<file path="config.mk">
export PLATFORM = sky130hd
export DESIGN_NAME = obd_div
export DESIGN_NICKNAME = d
export VERILOG_FILES = /design/src/hdl/obd_pkg.sv /design/src/hdl/obd_div.sv
export SDC_FILE = /design/constraint.sdc
export NUM_CORES = 2
export LEC_CHECK = 0
export BUFFER_PORTS_ARGS = -buffer_cell sky130_fd_sc_hd__buf_2
export CORE_UTILIZATION = 50
export DETAILED_ROUTE_END_ITERATION = 8
export GPL_TIMING_DRIVEN = 0
export PLACE_DENSITY = 0.65
export SYNTH_ARGS = -nofsm -noshare
export SYNTH_HDL_FRONTEND = slang
export SYNTH_SLANG_ARGS = --single-unit
</file>
<file path="constraint.sdc">
create_clock -name i_clk -period 8.8 [get_ports i_clk]
set_input_delay 1.76 -clock i_clk [delete_from_list [all_inputs] [get_ports i_clk]]
set_output_delay 1.76 -clock i_clk [all_outputs]
set_load 0.01 [all_outputs]
</file>
<file path="src/hdl/obd_pkg.sv">
// Shared types and constants for the OBD PID value decoder.
// No dependencies.
`default_nettype none
package obd_pkg;

    localparam int FRACTION_BITS = 16;
    localparam int VALUE_W       = 50;
    localparam int OUT_W         = 48;
    localparam int DIVISOR_W     = 16;

    localparam logic signed [VALUE_W-1:0] OUT_MAX =
        {{(VALUE_W-OUT_W+1){1'b0}}, {(OUT_W-1){1'b1}}};
    localparam logic signed [VALUE_W-1:0] OUT_MIN =
        {{(VALUE_W-OUT_W+1){1'b1}}, {(OUT_W-1){1'b0}}};

    typedef enum logic [4:0] {
        F_RAW_A      = 5'd0,
        F_A_OFF      = 5'd1,
        F_PCT_255    = 5'd2,
        F_PCT_128    = 5'd3,
        F_SPCT       = 5'd4,
        F_A_MUL      = 5'd5,
        F_A_200      = 5'd6,
        F_A_HALF_OFF = 5'd7,
        F_A_M64      = 5'd8,
        F_A_40       = 5'd9,
        F_AB         = 5'd10,
        F_AB_DIV     = 5'd11,
        F_SAB_DIV    = 5'd12,
        F_AB_MUL     = 5'd13,
        F_AB_DIV_OFF = 5'd14,
        F_AB_32768   = 5'd15,
        F_AB_4       = 5'd16,
        F_NONNUM     = 5'd17
    } t_formula;

    typedef struct packed {
        logic                      valid;
        logic signed [VALUE_W-1:0] base;
        logic                      use_div;
        logic                      neg;
        logic                      sub_off;
        logic                      unknown;
        logic signed [31:0]        off;
    } t_side;

endpackage
`default_nettype wire

</file>
<file path="src/hdl/obd_div.sv">
// Pipelined unsigned restoring divider, one quotient bit per stage.
// Depends on obd_pkg.
`default_nettype none
module obd_div #(
    parameter int DW = 16 + obd_pkg::FRACTION_BITS
) (
    input  wire logic                             i_clk,
    input  wire logic [DW-1:0]                    i_dividend,
    input  wire logic [obd_pkg::DIVISOR_W-1:0]    i_divisor,
    output logic      [DW-1:0]                    o_quotient
);
    localparam int BW = obd_pkg::DIVISOR_W;

    logic [BW-1:0] r_rem [DW];
    logic [DW-1:0] r_dvd [DW];
    logic [BW-1:0] r_dsr [DW];

    genvar k;
    generate
        for (k = 0; k < DW; k++) begin : g_stage
            logic [BW-1:0] w_rem;
            logic [DW-1:0] w_dvd;
            logic [BW-1:0] w_dsr;
            logic [BW:0]   w_t;
            logic [BW:0]   w_diff;
            logic          w_bit;
            if (k == 0) begin : g_first
                assign w_rem = '0;
                assign w_dvd = i_dividend;
                assign w_dsr = i_divisor;
            end else begin : g_next
                assign w_rem = r_rem[k-1];
                assign w_dvd = r_dvd[k-1];
                assign w_dsr = r_dsr[k-1];
            end
            assign w_t    = {w_rem, w_dvd[DW-1]};
            assign w_diff = w_t - {1'b0, w_dsr};
            assign w_bit  = (w_t >= {1'b0, w_dsr});
            always_ff @(posedge i_clk) begin
                r_rem[k] <= w_bit ? w_diff[BW-1:0] : w_t[BW-1:0];
                r_dvd[k] <= {w_dvd[DW-2:0], w_bit};
                r_dsr[k] <= w_dsr;
            end
        end
    endgenerate

    assign o_quotient = r_dvd[DW-1];
endmodule
`default_nettype wire
</file>
# Word-level counts from Yosys, hierarchy flattened
# Memory sizes are Yosys's and may differ from the RTL's.
# Index checks and enable logic that the tools add are counted.
[op_classes] order_cmp=32 n_shift=0 mul=0 n_eq_ne=0 n_reduce_logical=0 bitwise=0 n_div=0 n_addsub=32 mux=32
[op_table] op="$ge A17 B16 Y1" n=31
[op_table] op="$mux W16" n=32
[op_table] op="$sub A16 B16 Y16" n=31
[op_table] op="$ge A1 B16 Y1" n=1
[op_table] op="$sub A1 B16 Y16" n=1
[totals] inputBits=49 reg_bits=0 mem_bits_rw=2048 n_memories=3 romBits=0 latch_bits=0
[memory_table] memory="r_dvd" words=32 word_bits=32 read_ports=32 rd_clocked_by_memory_dff=0 wr=32 line="obd_div.sv:15" rtl="logic [DW-1:0] r_dvd [DW];"
[memory_table] memory="r_dsr" words=32 word_bits=16 read_ports=31 rd_clocked_by_memory_dff=0 wr=32 line="obd_div.sv:16" rtl="logic [BW-1:0] r_dsr [DW];"
[memory_table] memory="r_rem" words=32 word_bits=16 read_ports=31 rd_clocked_by_memory_dff=0 wr=32 line="obd_div.sv:14" rtl="logic [BW-1:0] r_rem [DW];"

# Longest topological paths before layout
# An unclocked memory read counts as a cell.
[logic_depth] depth_word=3 mapped_depth=12 ltp_nobuf=11

# Least setup slack after synthesis
# Ideal clock, no wire load.
[synth_timing] path_kind="in2reg" start="input i_dividend[31]" end="memory r_rem[0][0] (netlist bit)" path_slack_ns=5.269 setup_ns=0.072 path_buffers=2 t_arrival_ns=3.459 required_time_ns=8.728 cell_stages=9 path_cell_list="inv_1 ha_1 clkbuf_1 inv_1 ha_1 a21oi_1 nor4_1 clkbuf_1 mux2i_1"
[synth_lines] element="start: declaration" line="obd_div.sv:8" rtl="input wire logic [DW-1:0] i_dividend,"
[synth_lines] element="end: declaration" line="obd_div.sv:14"

==> impl_metrics.py <==
metrics = {
    "sta": {
        "fin_tns_setup_ns": 0,
        "hold_viol": 0,
        "tightestPinTransition_ns": 1.08,
        "finalCritPeriodShare_pct": 43.5,
        "finalWorstSetupSlack_ns": 4.97,
        "finalCriticalPeriod_ns": 3.83,
        "clock.fmax_ghz": 0.261,
        "worst_clock_skew_ns": 0.0622,
        "finalSetupViolations": 0,
        "slew_headroom_pct": 27.2,
        "fin_hold_ws_ns": 0.293,
        "maxSlewViolCount": 0,
        "rsz0062_at_grt": "false",
    },
    "yosys": {
        "synthSimpleGateAreaFrac_pct": 8.51,
        "syn_inst": 6330,
        "ys_warn_count": 0,
        "synth_nets": 6907,
        "syn_area_per_cell_um2": 11.0,
        "synth_edf_count": 0,
        "syn_area_mm2": 0.0698,
        "synth_mux_area_share_pct": 4.09,
        "ys_types": 86,
        "yosys_register_bits": 2016,
        "postSynth.asyncResetShare_pct": 0,
        "synth_fa_ha_area_share_pct": 9.79,
        "synth_top_family_by_area": "compound AO/OA/AOI/OAI gates",
        "synth_ff_type": "dfxtp_1",
        "synth-xor-area-share_pct": 4.20,
        "yosysSeqAreaShare_pct": 57.8,
        "synth_compound_area_share_pct": 11.7,
    },
    "worst_setup_path": {
        "cpMaxStageDelayCell": "o41ai_1",
        "max_stage_delay_ns": 0.91,
        "critPathMaxFanout": 10,
        "r2r-end": "r_rem[1][80]",
        "crit_path_end_kind": "flip-flop",
        "worstSetupStartpointType": "flip-flop",
        "path_buf_inv": 2,
        "crit_arrival_ns": 4.45,
        "crit_top_cell": "o21ai_0",
        "r2r_setup_slack_ns": 4.97,
        "critPathLaunch": "r_dsr[1][65]",
        "worstPathRequired_ns": 9.43,
        "crit_chain": "inv_1 -> ha_1 -> nor2b_1 -> o21ai_0 -> a21boi_0 -> o31ai_1 -> a211oi_1 -> o41ai_1 -> clkbuf_1 -> o21ai_0",
        "endpoint": "r_rem[1][80]",
        "crit_cells": 10,
        "critPathTopFamily": "compound AO/OA/AOI/OAI gates",
        "rr_worst_depth": 10,
        "critPathKind": "flip-flop to flip-flop",
        "r2r_start": "r_dsr[1][65]",
    },
    "pwr": {
        "ir_drop_mv": 0.189,
        "leakage_nw": 36.0,
        "p_per_area_mw_per_mm2": 361,
        "fin_total_pwr_w": 0.0287,
    },
    "worst_hold_path": {
        "min_path_type": "flip-flop to flip-flop",
        "whs_path_depth": 0,
    },
    "global_routing": {
        "antenna_found_initial": 0,
        "grt_pass1_vias": 42459,
        "grt_use_total_pct": 18.2,
        "grt_max_degree": 19,
        "grt_pass1_wl_um": 211000,
        "gr-total-overflow": 0,
    },
    "cts": {
        "clk_pin_slew_ns": 0.06,
        "cts-resized-gates": 0,
        "cts_sinks": 2016,
        "cts_tree": "built",
        "cts.path.max_buffers": 3,
        "htreeDepth": 4,
        "cts_made_buffers": 193,
        "cts_setup_buffers": 0,
        "hold_buffers": 0,
        "clkLatencyLatePin_ns": 0.83,
        "root_buffer": "clkbuf_16",
    },
    "cells_and_area": {
        "drive_above_1_share_pct": 10.5,
        "final_nets": 7182,
        "stdcell_count": 8629,
        "diodes": 0,
        "area_delta_synth_final_pct": 13.8,
    },
    "routing": {
        "wl_met1_um": 59200,
        "first_pass_iters": 6,
        "wirelength_um": 128000,
        "dr_wl_met3_um": 5480,
        "wl_met2_um": 59900,
        "routed.top_layer": "met4",
        "antenna_left": 0,
        "num_vias": 43288,
        "drc": 0,
        "wl_per_cell_um": 14.9,
        "drt_iter0_markers": 2117,
        "viasPerCell": 5.02,
    },
    "floorplanning": {
        "placeableCoreArea_mm2": 0.138,
        "placementRows": 136,
        "dieArea_mm2": 0.141,
        "start_util_pct": 50.6,
        "die_h_um": 376,
        "io_pins": 81,
        "die_x_um": 376,
    },
    "placed_design": {
        "dp.cells": 8273,
        "place_ws_ns": 4.64,
        "place.port_buffers": 80,
        "hpwl_um": 95700,
        "gp_congestion": 0.892,
    },
    "run_status": {
        "status": "finished, final reports clean",
    },
    "flow_run": {
        "maxCapViolCount": 0,
    },
}
cell families (layout without fill, tap and decap cells):
kind of cell               after synthesis  in the layout
AOI/OAI and AO/OA                     1274           1274
buffers and inverters                  698           1134
xor gates and xnor gates               335            335
muxes                                  258            258
and+or+nand+nor                       1221           1221
DFF                                   2016           2016
adders and majority gates              528            528
state kept, by name, indices dropped and copies added (netlist names):
signal  cells
r_dvd    1024
r_dsr     496
r_rem     496
routing by layer:
| layer | track usage (%) | vias up |
|---|---|---|
| met3 | 3.26 | 254 |
| met5 | 0 | - |
| met2 | 30.5 | 743 |
| met4 | 6.51 | 0 |
| met1 | 23.4 | 20075 |
| li1 | - | 22216 |
worst reg2reg max path, stage by stage, from the launching register on:
cell,delay [ns]
dfxtp_1,0.39
inv_1,0.06
ha_1,0.29
nor2b_1,0.13
o21ai_0,0.21
a21boi_0,0.20
o31ai_1,0.58
a211oi_1,0.21
o41ai_1,0.91
clkbuf_1,0.54
o21ai_0,0.17
how the worst min path moves through the flow:
stage / slack (ns) / end / start
after floorplan: 0.31 / r_dvd[0][100] / r_dvd[0][67]
after global routing: 0.29 / r_dvd[1][8] / r_dvd[0][487]
after global placement: 0.31 / r_dvd[1][379] / r_dvd[1][346]
after detailed placement: 0.31 / r_dvd[1][353] / r_dvd[1][320]
after CTS: 0.28 / r_dvd[1][8] / r_dvd[0][487]
final: 0.29 / r_dvd[1][8] / r_dvd[0][487]
per-stage QoR:
stage               util [%]  instance area [um^2]
floorplan                  -                 69800
global placement        52.6                 72500
detailed placement      52.6                 72500
CTS                     57.5                 79400
global route            57.5                 79400
finish                  57.5                 79400
layout by cell type, fill, tap and decap left out, drive strengths merged, types with 23 or more instances in the layout:
cell type	count
nor2	296
a21oi	370
inv	616
nor2b	109
or3	44
nor4	31
o31ai	35
o21bai	24
buf	119
o21ai	291
a211oi	55
nand3	96
nor3	93
fa	30
or2	34
dfxtp	2016
clkinv	55
bufinv	23
xnor2	205
nand4	58
mux2	215
a31oi	49
xor2	130
and3	32
clkbuf	309
a21boi	32
o31a	27
o21a	68
nand2b	59
mux2i	43
ha	498
a21o	133
nand2	319
where the power goes:
part	internal [W]	total [W]	switching, W	leakage (nW)
Combinational	0.00390	0.00857	0.00467	15.9
Clock	0.00504	0.00855	0.00351	3.31
Sequential	0.0108	0.0115	0.000748	16.8
Total	0.0197	0.0287	0.00892	36.0
area by class of cell:
cell class / instances / area, um^2
flip-flops and latches: 2016 / 40400
repair buffers: 80 / 400
clock inverters: 93 / 1500
fillers: 11622 / 58600
inverters: 613 / 2300
multi-input cells: 3616 / 26800
plain buffers: 85 / 382
clock buffers: 263 / 5390
well taps: 1863 / 2330
Yosys cell counts (22+ instances only):
library cell / number / area share [%]
dfxtp_1: 2016 / 58
inv_1: 611 / 3.3
ha_1: 498 / 8.9
a21oi_1: 368 / 2.6
nand2_1: 319 / 1.7
nor2_1: 296 / 1.6
o21ai_0: 275 / 2.0
mux2_2: 214 / 3.5
xnor2_1: 205 / 2.6
a21o_1: 133 / 1.4
xor2_1: 130 / 1.6
nor2b_1: 109 / 0.98
nand3_1: 95 / 0.68
nor3_1: 93 / 0.67
o21a_1: 68 / 0.73
nand2b_1: 59 / 0.53
nand4_1: 58 / 0.52
a211oi_1: 55 / 0.59
clkbuf_1: 46 / 0.25
a31oi_1: 45 / 0.40
or3_1: 44 / 0.39
mux2i_1: 43 / 0.62
o31ai_1: 34 / 0.37
or2_2: 34 / 0.30
a21boi_0: 32 / 0.34
and3_1: 32 / 0.29
nor4_1: 31 / 0.28
fa_1: 30 / 0.86
o31a_1: 27 / 0.34
o21bai_1: 24 / 0.26
buf_2: 23 / 0.16
a211o_1: 22 / 0.28
Note: power is estimated with default switching activity, not from simulation.
